===== config.mk =====
export PLATFORM = sky130hd
export DESIGN_NAME = session_replay_window_filter
export DESIGN_NICKNAME = d
export VERILOG_FILES = /design/src/hdl/srwf_pkg.sv /design/src/hdl/srwf_check.sv /design/src/hdl/session_replay_window_filter.sv
export SDC_FILE = /design/constraint.sdc
export NUM_CORES = 1
export LEC_CHECK = 0
export ABC_AREA = 0
export BUFFER_PORTS_ARGS = -buffer_cell sky130_fd_sc_hd__buf_2
export CORE_UTILIZATION = 25
export CTS_CLUSTER_SIZE = 8
export DETAILED_ROUTE_END_ITERATION = 10
export HOLD_SLACK_MARGIN = 0.05
export SYNTH_ARGS = -nofsm -noshare
export SYNTH_HDL_FRONTEND = slang
export SYNTH_HIERARCHICAL = 1
export SYNTH_SLANG_ARGS = --single-unit

===== constraint.sdc =====
create_clock -name clk_i -period 9.7 [get_ports clk_i]
set_clock_uncertainty 0.05 [all_clocks]
set_input_delay 1.94 -clock clk_i [delete_from_list [all_inputs] [get_ports clk_i]]
set_output_delay 1.94 -clock clk_i [all_outputs]
set_load 0.01 [all_outputs]

===== src/hdl/srwf_pkg.sv =====
// Shared types and constants of the session replay window filter.
// Used by srwf_check and session_replay_window_filter; depends on nothing.
package srwf_pkg;

  // Width of the sliding counter window, from 1 to 64.
  localparam int WINDOW_BITS = 64;
  // Bits needed to address one position of the window.
  localparam int SH_W = (WINDOW_BITS > 1) ? $clog2(WINDOW_BITS) : 1;

  localparam logic [7:0]  HDR_MIC_BYTES = 8'd12;
  localparam logic [31:0] WINDOW_SPAN   = 32'(WINDOW_BITS);

  typedef enum logic [2:0] {
    ST_ACCEPT      = 3'd0,
    ST_SHORT       = 3'd1,
    ST_BAD_MIC     = 3'd2,
    ST_OLD_SESSION = 3'd3,
    ST_REPLAY      = 3'd4
  } srwf_status_e;

  typedef struct packed {
    logic [7:0]  frame_length;
    logic [31:0] session_tag;
    logic [31:0] counter;
    logic        mic_ok;
  } srwf_item_t;

  typedef struct packed {
    srwf_status_e status;
    logic [7:0]   payload_length;
    logic         started_session;
  } srwf_result_t;

  typedef struct packed {
    logic [31:0]            session;
    logic                   known;
    logic [31:0]            highest;
    logic [WINDOW_BITS-1:0] bitmap;
  } srwf_state_t;

endpackage


===== src/hdl/srwf_check.sv =====
// Frame verdict and replay window update for one frame header.
// Pure combinational logic; depends on srwf_pkg.
module srwf_check import srwf_pkg::*; (
  input  srwf_item_t   item_i,
  input  srwf_state_t  state_i,
  output srwf_state_t  state_o,
  output srwf_result_t result_o
);

  logic [31:0]   delta;
  logic [31:0]   dist_up;
  logic [31:0]   dist_dn;
  logic          ahead;
  logic [SH_W-1:0] sh_up;
  logic [SH_W-1:0] sh_dn;
  logic [WINDOW_BITS-1:0] dn_bit;
  srwf_status_e  status;

  assign delta   = item_i.session_tag - state_i.session;
  assign ahead   = item_i.counter > state_i.highest;
  assign dist_up = item_i.counter - state_i.highest;
  assign dist_dn = state_i.highest - item_i.counter;
  assign sh_up   = dist_up[SH_W-1:0];
  assign sh_dn   = dist_dn[SH_W-1:0];
  assign dn_bit  = {{(WINDOW_BITS-1){1'b0}}, 1'b1} << sh_dn;

  always_comb begin
    state_o  = state_i;
    status   = ST_ACCEPT;
    result_o.started_session = 1'b0;
    if (item_i.frame_length <= HDR_MIC_BYTES) begin
      status = ST_SHORT;
    end else if (!item_i.mic_ok) begin
      status = ST_BAD_MIC;
    end else if (!state_i.known || (item_i.session_tag != state_i.session)) begin
      // A nonzero delta with the sign bit set, half the range included, is an older session.
      if (state_i.known && delta[31]) begin
        status = ST_OLD_SESSION;
      end else begin
        state_o.session = item_i.session_tag;
        state_o.known   = 1'b1;
        state_o.highest = item_i.counter;
        state_o.bitmap  = {{(WINDOW_BITS-1){1'b0}}, 1'b1};
        result_o.started_session = 1'b1;
      end
    end else if (ahead) begin
      // The window slides forward; a large jump leaves only the newest counter marked.
      if (dist_up >= WINDOW_SPAN) begin
        state_o.bitmap = {{(WINDOW_BITS-1){1'b0}}, 1'b1};
      end else begin
        state_o.bitmap = (state_i.bitmap << sh_up) | {{(WINDOW_BITS-1){1'b0}}, 1'b1};
      end
      state_o.highest = item_i.counter;
    end else if ((dist_dn >= WINDOW_SPAN) || ((state_i.bitmap & dn_bit) != '0)) begin
      status = ST_REPLAY;
    end else begin
      state_o.bitmap = state_i.bitmap | dn_bit;
    end
    result_o.status = status;
    result_o.payload_length = (status == ST_ACCEPT) ?
                              (item_i.frame_length - HDR_MIC_BYTES) : 8'd0;
  end

endmodule


===== src/hdl/session_replay_window_filter.sv =====
// Top level of the session replay window filter: input register, verdict logic
// and result register. Depends on srwf_pkg and srwf_check.
//
// Usage: each frame header enters as one transaction on the s_axis channel and
// leaves exactly one verdict transaction on the m_axis channel, in order.
// The verdict says whether the frame is accepted, too short, failed its MIC,
// belongs to an older session, or carries a replayed or stale counter.
// A frame with a newer session id opens that session and restarts the window.
//
// A transaction is taken into the input register, judged against the session and
// window state, and its verdict is registered in the output register. Throughput
// is one transaction per cycle while the receiver does not stall; the limit is the
// combinational state update (compare, subtract and window barrel shift) that each
// frame needs before the next is judged.
//
// Reset clears the session, the window and the valid flags of both pipeline
// registers. When the receiver stalls, the verdict waits in the output register
// and the frame held in the input register waits behind it; s_axis_tready drops
// only once both are occupied, and no transaction is lost.
module session_replay_window_filter import srwf_pkg::*; (
  input  logic        clk_i,
  input  logic        rst_ni,
  input  logic        s_axis_tvalid,
  output logic        s_axis_tready,
  // [7:0] frame_length, [39:8] session_tag, [71:40] counter
  input  logic [71:0] s_axis_tdata,
  // [0] mic_ok
  input  logic        s_axis_tuser,
  output logic        m_axis_tvalid,
  input  logic        m_axis_tready,
  // [2:0] status, [10:3] payload_length, [15:11] zero
  output logic [15:0] m_axis_tdata,
  // [0] started_session
  output logic        m_axis_tuser
);

  logic         in_vld_q, in_vld_d;
  srwf_item_t   in_q, in_d;
  logic         out_vld_q, out_vld_d;
  srwf_result_t out_q, out_d;
  srwf_state_t  state_q, state_d;
  srwf_state_t  state_nx;
  srwf_result_t result;
  logic         adv;
  logic         take;

  // The judged frame moves on when the result register is free or being drained.
  assign adv  = in_vld_q && (!out_vld_q || m_axis_tready);
  assign s_axis_tready = !in_vld_q || adv;
  assign take = s_axis_tvalid && s_axis_tready;

  srwf_check u_check (
    .item_i   (in_q),
    .state_i  (state_q),
    .state_o  (state_nx),
    .result_o (result)
  );

  always_comb begin
    in_vld_d  = take ? 1'b1 : (adv ? 1'b0 : in_vld_q);
    in_d      = in_q;
    if (take) begin
      in_d.frame_length = s_axis_tdata[7:0];
      in_d.session_tag  = s_axis_tdata[39:8];
      in_d.counter      = s_axis_tdata[71:40];
      in_d.mic_ok       = s_axis_tuser;
    end
    out_vld_d = adv ? 1'b1 : (m_axis_tready ? 1'b0 : out_vld_q);
    out_d     = adv ? result : out_q;
    state_d   = adv ? state_nx : state_q;
  end

  always_ff @(posedge clk_i or negedge rst_ni) begin
    if (!rst_ni) begin
      in_vld_q  <= 1'b0;
      out_vld_q <= 1'b0;
      state_q   <= '0;
    end else begin
      in_vld_q  <= in_vld_d;
      out_vld_q <= out_vld_d;
      state_q   <= state_d;
    end
  end

  // Payload registers carry no reset.
  always_ff @(posedge clk_i) begin
    in_q  <= in_d;
    out_q <= out_d;
  end

  assign m_axis_tvalid = out_vld_q;
  assign m_axis_tdata  = {5'd0, out_q.payload_length, out_q.status};
  assign m_axis_tuser  = out_q.started_session;

  // A rejected frame must leave the session and window untouched.
  a_reject_keeps_state: assert property (@(posedge clk_i) disable iff (!rst_ni)
    adv && (result.status != ST_ACCEPT) |=> state_q == $past(state_q))
    else $error("rejected frame changed filter state");

  // Opening a session leaves only the newest counter marked.
  a_new_session_window: assert property (@(posedge clk_i) disable iff (!rst_ni)
    adv && result.started_session |=>
      state_q.known && (state_q.bitmap == {{(WINDOW_BITS-1){1'b0}}, 1'b1}))
    else $error("new session did not restart the window");

  // Any accepted frame leaves the highest counter marked as seen.
  a_accept_marks_top: assert property (@(posedge clk_i) disable iff (!rst_ni)
    adv && (result.status == ST_ACCEPT) |=> state_q.bitmap[0])
    else $error("accepted frame left highest counter unmarked");

  // Once a session is known it stays known until reset.
  a_known_sticky: assert property (@(posedge clk_i) disable iff (!rst_ni)
    state_q.known |=> state_q.known)
    else $error("session knowledge was lost");

endmodule

==> impl_metrics.csv, run 1 <==
group,metric,value,unit
outcome,outcome,"completed",
critical_path,path_buf_inv,0,
routing,drc_errors,0,
sta,fin_ws,4.16,ns
critical_path,end_kind,"register",
global_route,grtUsageMet1,22.4,%
floorplan,die_y,286,µm
global_route,met3_usage,2.57,%
logic_synthesis,syn-instance-count,2256,
logic_synthesis,yosysMostFrequentCell,"nand2_1",
clocking,insertion_delay,0.61,ns
sta,setup_viol_count_final,0,
routing,via_per_inst,5.49,
critical_path,critPathMaxStageDelay,0.86,ns
critical_path,crit_path_frequent_cell,"a21oi_1",
layout,drive_gt1_share,18.0,%
logic_synthesis,synth_top_area_share,16.2,%
logic_synthesis,synthTopCellsByCount,"nand2_1 (241), a21oi_1 (191), o21ai_0 (171)",
layout,stdcell_count,3318,
global_route,grt_antenna_before_repair,0,
critical_path,critPathKind,"reg -> reg",
critical_path,reg2reg_slack,4.16,ns
clocking,cts.clk_slew.worst_paths,0.06,ns
routing,antenna_left,0,
floorplan,row_count,103,
global_route,grt_pass1_vias,17188,
sta,timing.final.crit_share,57.1,%
logic_synthesis,synthFlopType,"dfrtp_1",
routing,wl_per_cell,21.0,µm
clocking,cts-resized-gates,0,
routing,drt_iter0_drc,2064,
routing,dr.pass1.iters,8,
clocking,numClockSinks,216,
placed_design,post-place-cells,3263,
logic_synthesis,avgSynthCellArea,8.95,µm²
clocking,htree_levels,1,
sta,tightest_slew,1.14,ns
critical_path,cp_slowest_cell,"nor3_4",
clocking,cts_buffers,31,
placed_design,place.gp.congestion,0.968,
floorplan,dieArea,81900,µm²
clocking,clock_path_buffers,3,
global_route,overflow,0,
logic_synthesis,netlist_top_cells_area,"dfrtp_1 (16%), edfxtp_1 (13%), mux2_4 (7.4%), ha_1 (5.9%), a21oi_1 (4.7%)",
logic_synthesis,yosys_warnings,6,
routing,routed_wl,69800,µm
flow_run,cap_viol_max_count,0,
clocking,cts_root_buf,"clkbuf_16",
placed_design,place_worst_setup_slack,4.42,ns
worst_hold_path,hold_class,"reg -> reg",
layout,layout.nets,2420,
sta,timing.hold.ws,0.436,ns
logic_synthesis,synth-seq-area-share,28.9,%
logic_synthesis,synth_edf_count,85,
global_route,grt_max_degree,76,
clocking,hold_buffers,0,
global_route,grt_pass1_wl,106000,µm
logic_synthesis,synth-seq-cells,216,
placed_design,io_buffers,90,
routing,num_vias,18226,
sta,rsz0062_at_grt,"no",
logic_synthesis,synth_area,20200,µm²
floorplan,fp.dieW,286,µm
logic_synthesis,yosysTopAreaCell,"dfrtp_1",
power_and_ir_drop,power_leakage,9.03,nW
logic_synthesis,yosysUniqueCellTypes,92,
clocking,cts_tree,"done",
critical_path,critPathTopFamily,"simple AND/OR/NAND/NOR gates",
logic_synthesis,ys_async_sr_fraction,60.6,%
sta,setup_tns,0,ns
sta,hold_viol,0,
global_route,top_usage_layer,"met2",
sta,timing.fmax,0.181,GHz
critical_path,cp_max_fo,22,
sta,finalMaxSlewViolations,0,
clocking,post_cts_buffers,0,
layout,area_delta_synth_final,10.5,%
critical_path,critPathArrivalTime,6.03,ns
global_route,grt_usage,16.5,%
global_route,gr-usage-met2,26.2,%
placed_design,dpl.hpwl,50400,µm
power_and_ir_drop,peakVddDrop,269,µV
sta,finalCriticalPeriod,5.54,ns
critical_path,required,10.19,ns
sta,slew_headroom,23.0,%
floorplan,core-area,79400,µm²
floorplan,initial_core_util,25.4,%
critical_path,startpoint_type,"register",
power_and_ir_drop,power_density,344,nW/µm²
floorplan,io-pin-count,96,
layout,antenna_cells,0,
critical_path,path_cells,"ha_1 -> o21ai_0 -> a21oi_1 -> o311a_1 -> nor4_1 -> and3_1 -> a2111oi_0 -> nand4_1 -> or4_4 -> nor3_4 -> a211oi_1 -> a21oi_1 -> mux2_4",
power by group:
| group | total, mW | internal [mW] | switching, mW |
|---|---|---|---|
| clock network | 1.04 | 0.600 | 0.438 |
| logic | 5.37 | 1.81 | 3.56 |
| registers | 1.26 | 1.13 | 0.130 |
| total | 7.66 | 3.54 | 4.13 |
logic make-up after synthesis:
kind of cell | count (synthesis) | share of synthesized area [%]
xor gates and xnor gates | 53 | 2.30
AOI/OAI and AO/OA | 677 | 21.2
adders and majority gates | 97 | 6.09
DFF | 216 | 28.9
other | 1 | 0.0186
and+or+nand+nor | 634 | 15.3
buffers and inverters | 285 | 6.71
muxes | 293 | 19.5
routing by layer:
| metal | part of all wire, % | vias to the layer above |
|---|---|---|
| li1 | - | 8387 |
| met1 | 43 | 8843 |
| met2 | 46 | 833 |
| met3 | 7.5 | 163 |
| met4 | 3.9 | 0 |
| met5 | 0 | - |
path summary, 6_finish.rpt:
path	from	end	cells after the start
setup / recovery	state_q[67]	state_q[38]	13
hold / removal	in_vld_q	m_axis_tvalid	1
setup reg to reg	state_q[67]	state_q[38]	13
hold reg to reg	in_vld_q	m_axis_tvalid	1
max in group asynchronous	rst_ni	state_q[105]	2
min in group asynchronous	rst_ni	state_q[34]	1
through the flow:
stage / utilization (%) / cell area, µm² / total power, mW
after floorplan: - / 20200 / 5.01
after global placement: 27.0 / 21400 / 6.46
after detailed placement: 27.0 / 21400 / 6.47
after CTS: 28.1 / 22300 / 7.56
after global routing: 28.1 / 22300 / 8.12
final: 28.1 / 22300 / 7.66
registers in the layout, indices dropped and copies added, names as in the netlist:
register,count
in_q,73
in_vld_q,1
m_axis_tdata,11
m_axis_tuser,1
m_axis_tvalid,1
state_q,129
worst register-to-register path, stage by stage (launching register included):
cell	delay, ns
dfrtp_1	0.40
ha_1	0.76
o21ai_0	0.25
a21oi_1	0.26
o311a_1	0.50
nor4_1	0.26
and3_1	0.27
a2111oi_0	0.52
nand4_1	0.15
or4_4	0.65
nor3_4	0.86
a211oi_1	0.19
a21oi_1	0.18
mux2_4	0.16
layout by cell type, fill, tap and decap left out, types with 11 or more instances in the layout:
cell type / count
nand2_1: 241
a21oi_1: 189
o21ai_0: 171
dfrtp_1: 131
nor2_1: 128
inv_1: 116
mux2_4: 99
ha_1: 94
buf_2: 89
edfxtp_1: 85
mux2i_1: 83
a211oi_1: 81
mux2_2: 79
nand4_1: 50
nand3_1: 45
buf_4: 32
nor3_1: 32
mux4_2: 32
clkbuf_16: 31
xnor2_1: 28
a21o_1: 27
o22ai_1: 27
clkbuf_1: 21
and3_1: 21
a311oi_1: 18
xor2_1: 17
a32oi_1: 17
nand2b_1: 14
nor2b_1: 14
o21a_1: 14
o21ai_1: 14
a211o_1: 12
nor4_1: 11
and4_1: 11
a31oi_1: 11
final cells by class:
class / instances / area [µm²]
fill: 8581 / 57100
timing repair buffer: 122 / 697
inverter: 116 / 435
sequential: 216 / 5830
multi-input combinational: 1759 / 13100
clock inverter: 2 / 25.0
clock buffer: 53 / 868
tap: 1050 / 1310
No activity file was read; power rests on OpenSTA's default activity.
==> run 2: changes to the inputs <==
Clock period 9.7 ns to 4.5 ns, I/O delays scaled along.
==> run 2 against run 1 <==
Compared with the run above:
- setup slack worse by 4.1 ns
- via count grew 3.5%
- cell count rose by 4.4%
- sequential power rose by 120%
- clock power grew 110%
- utilization rose by 1.9 points
- first-iteration DRC count decreased by 6.5%
- power increased by 140%
- flip-flop and latch count unchanged
- largest power group unchanged
- highest routed layer unchanged
==> impl_metrics.csv, run 2 (synthesis results as in run 1) <==
group,metric,value,unit
placed_design,place_worst_setup_slack,-0.121,ns
critical_path,startpoint_type,"register",
clocking,cts_root_buf,"clkbuf_16",
critical_path,cp_max_fo,6,
power_and_ir_drop,power_leakage,9.86,nW
clocking,cts_buffers,31,
floorplan,core-area,79400,µm²
routing,drc_errors,0,
clocking,hold_buffers,0,
global_route,grt_pass1_wl,112000,µm
layout,final_cell_mix,"nand2_1 (240), a21oi_1 (185), o21ai_0 (169)",
routing,num_vias,18864,
sta,finalCriticalPeriod,4.41,ns
critical_path,critPathKind,"reg -> reg",
placed_design,io_buffers,90,
outcome,outcome,"completed",
layout,regMostFlops,"state_q",
sta,setup_viol_count_final,0,
flow_run,cap_viol_max_count,0,
routing,wl_per_cell,21.4,µm
worst_hold_path,hold_class,"in -> async",
critical_path,end_kind,"register",
critical_path,critPathArrivalTime,4.89,ns
layout,antenna_cells,0,
global_route,overflow,0,
sta,timing.fmax,0.227,GHz
global_route,grt_max_degree,69,
clocking,htree_levels,1,
layout,drive_gt1_share,24.4,%
floorplan,row_count,103,
floorplan,die_y,286,µm
clocking,cts_tree,"done",
layout,stdcell_count,3465,
power_and_ir_drop,peakVddDrop,525,µV
layout,layout.nets,2569,
power_and_ir_drop,power_density,762,nW/µm²
global_route,grt_pass1_vias,17836,
sta,finalMaxSlewViolations,0,
sta,fin_ws,0.0861,ns
global_route,grt_antenna_before_repair,0,
floorplan,fp.dieW,286,µm
routing,routed_wl,74200,µm
sta,slew_headroom,29.8,%
clocking,insertion_delay,0.60,ns
layout,final_common_cell,"nand2_1",
placed_design,post-place-cells,3405,
sta,setup_tns,0,ns
layout,largest_reg_flops,129,
sta,timing.final.crit_share,98.1,%
clocking,clock_path_buffers,3,
floorplan,io-pin-count,96,
routing,via_per_inst,5.44,
placed_design,place.gp.congestion,0.980,
global_route,grt_usage,17.5,%
routing,dr.pass1.iters,6,
routing,antenna_left,0,
floorplan,initial_core_util,25.4,%
floorplan,dieArea,81900,µm²
critical_path,required,4.98,ns
sta,hold_viol,0,
routing,drt_iter0_drc,1929,
clocking,numClockSinks,216,
clocking,cts.clk_slew.worst_paths,0.05,ns
sta,tightest_slew,1.05,ns
layout,area_delta_synth_final,17.9,%
placed_design,dpl.hpwl,56600,µm
run 2: changes by cell type in the layout (fill, tap and decap cells not counted), sizes merged:
cell	before	now
buf	122	270
clkbuf	53	52
run 2: timing repair:
action / in CTS / in global routing
buffers inserted: 0 / 6
setup endpoints to repair: 68 / 73
gates resized for setup: 5 / 41
gates cloned: 0 / 1
pin swaps: 1 / 9
run 2: path summary, 6_finish.rpt:
| check | from | endpoint | slack [ns] | depth (start not counted) |
|---|---|---|---|---|
| setup / recovery | state_q[64] | state_q[0] | 0.09 | 19 |
| hold / removal | rst_ni | state_q[37] | 0.27 | 1 |
| setup reg to reg | state_q[64] | state_q[0] | 0.09 | 19 |
| hold reg to reg | in_vld_q | m_axis_tvalid | 0.44 | 1 |
| max in group asynchronous | rst_ni | state_q[89] | 3.27 | 2 |
| min in group clk_i | s_axis_tdata[58] | in_q[19] | 0.42 | 1 |
run 2: final cells by class:
type                       instances  area [µm²]
fill                            8443       55600
inverter                         116         435
timing repair buffer             271        2030
sequential                       216        5830
multi-input combinational       1759       13300
clock inverter                     2        25.0
tap                             1050        1310
clock buffer                      51         861
run 2: power by group:
group          internal (mW)  switching (mW)  total [mW]
logic                   5.02            8.19        13.2
clock network           1.29           0.931        2.22
registers               2.43           0.284        2.71
run 2: metrics by stage:
stage | instance area [µm²] | power, mW | utilization [%] | hold WS, ns
floorplan | 20200 | 10.8 | - | 0.405
global placement | 22700 | 15.5 | 28.5 | 0.421
detailed placement | 22700 | 15.4 | 28.5 | 0.436
CTS | 23600 | 17.8 | 29.7 | 0.287
global route | 23800 | 19.2 | 30.0 | 0.300
finish | 23800 | 18.1 | 30.0 | 0.274
run 2: metal layers:
metal  up-vias  global-route usage [%]  part of all wire, %
met5         -                       0                    0
met4         0                    5.71                  3.5
met3       162                    3.11                  7.9
met2       877                    28.0                   45
met1      9140                    23.8                   43
li1       8685                       -                    -
run 2: worst max-delay path: stages (launching register included):
cell and delay [ns]:
dfrtp_1 0.38, inv_2 0.07, ha_4 0.13, inv_1 0.05, fa_2 0.33, buf_4 0.17
a21o_1 0.16, a221o_2 0.44, nand3_2 0.12, nand4_4 0.14, buf_4 0.19, xor2_1 0.13
a211oi_1 0.35, nand4_1 0.16, or4_4 0.64, nor3_4 0.24, buf_4 0.21, a2111oi_0 0.10
o21bai_1 0.14, mux2_2 0.16
==> run 3: changes to the inputs <==
Settings changed: ABC_AREA 0 to 1.
==> run 3 against run 2 <==
Compared with the run above:
- wire length is 20% higher
- synthesized area grew 8.4%
- global-route usage grew 1.8 points
- sequential power rose by 1%
- flip-flop and latch count is the same
- die area is 8.3% higher
- cell area is 4.0% higher
==> impl_metrics.csv, run 3 <==
group,metric,value,unit
critical_path,reg2reg_from,"in_q[3]",
routing,drt_iter0_drc,3270,
sta,finalMaxSlewViolations,0,
layout,layout.nets,3866,
clocking,cts_buffers,34,
critical_path,reg2reg_slack,0.35,ns
floorplan,core-area,86800,µm²
global_route,grtUsageMet1,27.2,%
clocking,post_cts_buffers,0,
clocking,numClockSinks,216,
layout,drive_gt1_share,7.51,%
placed_design,place.gp.congestion,0.993,
logic_synthesis,synth-seq-area-share,26.7,%
logic_synthesis,netlist_top_cells_area,"nand2_1 (23%), dfrtp_1 (15%), edfxtp_1 (12%), nand3_1 (11%), o21ai_0 (7.1%)",
routing,num_vias,24886,
global_route,grt_usage,19.3,%
placed_design,placed_area,23700,µm²
sta,setup_tns,0,ns
power_and_ir_drop,power_leakage,12.0,nW
layout,final_core_util,28.5,%
critical_path,critPathArrivalTime,4.58,ns
logic_synthesis,synth_area,21900,µm²
clocking,htree_levels,2,
layout,regMostFlops,"state_q",
critical_path,end_kind,"register",
sta,slew_headroom,33.4,%
sta,timing.fmax,0.241,GHz
logic_synthesis,synthTopCellsByCount,"nand2_1 (1347), nand3_1 (467), inv_1 (361)",
critical_path,critPathLaunch,"in_q[3]",
floorplan,row_count,108,
floorplan,dieArea,88700,µm²
layout,largest_reg_flops,129,
critical_path,critPathMaxStageDelay,0.50,ns
critical_path,startpoint_type,"register",
layout,antenna_cells,0,
global_route,grt_antenna_before_repair,3,
logic_synthesis,syn-instance-count,3678,
outcome,outcome,"completed",
logic_synthesis,yosysUniqueCellTypes,53,
logic_synthesis,yosysMostFrequentCell,"nand2_1",
clocking,insertion_delay,0.55,ns
global_route,grt_max_degree,78,
sta,setup_viol_count_final,0,
global_route,met3_usage,2.85,%
sta,timing.hold.ws,0.309,ns
critical_path,required,4.93,ns
global_route,grt_pass1_vias,22231,
placed_design,io_buffers,90,
routing,routed_wl,88800,µm
power_and_ir_drop,peakVddDrop,459,µV
global_route,gr-usage-met2,30.4,%
floorplan,die_y,298,µm
critical_path,critPathKind,"reg -> reg",
clocking,cts.clk_slew.worst_paths,0.05,ns
power_and_ir_drop,power,18.1,mW
layout,area_delta_synth_final,13.1,%
layout,final_common_cell,"nand2_1",
placed_design,dpl.hpwl,66700,µm
flow_run,cap_viol_max_count,0,
logic_synthesis,yosys_warnings,6,
clocking,cts_tree,"done",
logic_synthesis,synth-seq-cells,216,
sta,rsz0062_at_grt,"yes",
routing,wl_per_cell,18.3,µm
logic_synthesis,synth_top_area_share,23.1,%
critical_path,cp_slowest_cell,"ha_1",
clocking,cts_root_buf,"clkbuf_16",
global_route,overflow,0,
floorplan,io-pin-count,96,
logic_synthesis,ys_async_sr_fraction,60.6,%
power_and_ir_drop,power_density,730,nW/µm²
layout,final_cell_mix,"nand2_1 (1344), nand3_1 (466), inv_1 (360)",
worst_hold_path,hold_class,"in -> async",
routing,antenna_left,0,
global_route,top_usage_layer,"met2",
logic_synthesis,synth_edf_count,85,
critical_path,worstRegToRegCells,22,
routing,drc_errors,0,
routing,dr.pass1.iters,7,
critical_path,rr_endpoint,"state_q[3]",
critical_path,cp_max_fo,17,
sta,timing.final.crit_share,92.2,%
critical_path,path_buf_inv,2,
global_route,grt_pass1_wl,134000,µm
critical_path,critPathTopFamily,"simple AND/OR/NAND/NOR gates",
logic_synthesis,avgSynthCellArea,5.95,µm²
floorplan,initial_core_util,25.2,%
routing,via_per_inst,5.11,
clocking,cts-resized-gates,0,
floorplan,fp.dieW,298,µm
clocking,hold_buffers,0,
logic_synthesis,synthFlopType,"dfrtp_1",
logic_synthesis,yosysTopAreaCell,"nand2_1",
critical_path,path_cells,"inv_1 -> ha_1 -> a21oi_1 -> nand2_1 -> nand2_1 -> nand2_2 -> nand3_1 -> nor2_1 -> nand2_1 -> nand3_1 -> nor2_1 -> nand2_1 -> nor2_1 -> nand2_1 -> nor2_2 -> nand2_2 -> buf_4 -> o21ai_1 -> nand2_1 -> nand3_1 -> nand3_1 -> nand2_1",
layout,design_area,24700,µm²
sta,finalCriticalPeriod,4.15,ns
clocking,clock_path_buffers,3,
sta,tightest_slew,0.999,ns
critical_path,crit_path_frequent_cell,"nand2_1",
sta,hold_viol,0,
-- run 3: cell count changes after synthesis, sizes merged, moves of 28 or more --
cell	previous run	this run
mux2	178	0
mux2i	83	20
a211oi	82	0
xnor2	34	2
nand3	46	470
buf	64	109
nor2	129	259
o21ai	185	328
mux4	32	0
inv	116	372
a21oi	193	165
nand2	242	1356
-- run 3: how the worst max path moves through the flow --
stage,endpoint,depth (start not counted)
CTS,state_q[3],24
finish,state_q[3],22
global placement,state_q[3],24
global route,state_q[48],26
floorplan,state_q[44],19
detailed placement,state_q[3],24
-- run 3: where the power goes --
| group | leakage [nW] | switching, mW | internal, mW |
|---|---|---|---|
| logic | 8.97 | 9.14 | 3.67 |
| registers | 2.55 | 0.306 | 2.45 |
| clock network | 0.493 | 0.988 | 1.51 |
-- run 3: layout make-up --
class,instances,area [µm²]
Timing Repair Buffer,172,1200
Fill cell,9817,62000
Inverter,376,1410
Multi-Input combinational cell,2892,13800
Clock buffer,52,950
Clock inverter,5,72.6
Sequential cell,216,5830
Tap cell,1155,1450
-- run 3: per-stage QoR --
step	std cells	setup slack (ns)
floorplan	3682	1.30
global placement	4811	0.247
detailed placement	4811	0.234
CTS	4868	0.204
global route	4868	-0.00720
finish	4868	0.350
-- run 3: cells by family (layout without fill, tap and decap cells) --
logic type      Yosys count  count (layout)  synth area share (%)
compound gates          554             554                  13.4
buf+inv                 574             605                  10.6
flops                   216             216                  26.7
fa+ha+maj                97              97                  5.62
xor+xnor                 16              16                 0.641
other cells               1               5                0.0171
simple gates           2200            2200                  42.2
mux                      20              20                 0.915
-- run 3: metal layers --
layer  wire (µm)  vias up
met5          23        -
met4        2520        4
met3        8070      143
met2       38900     1181
met1       39300    11553
li1            -    12005
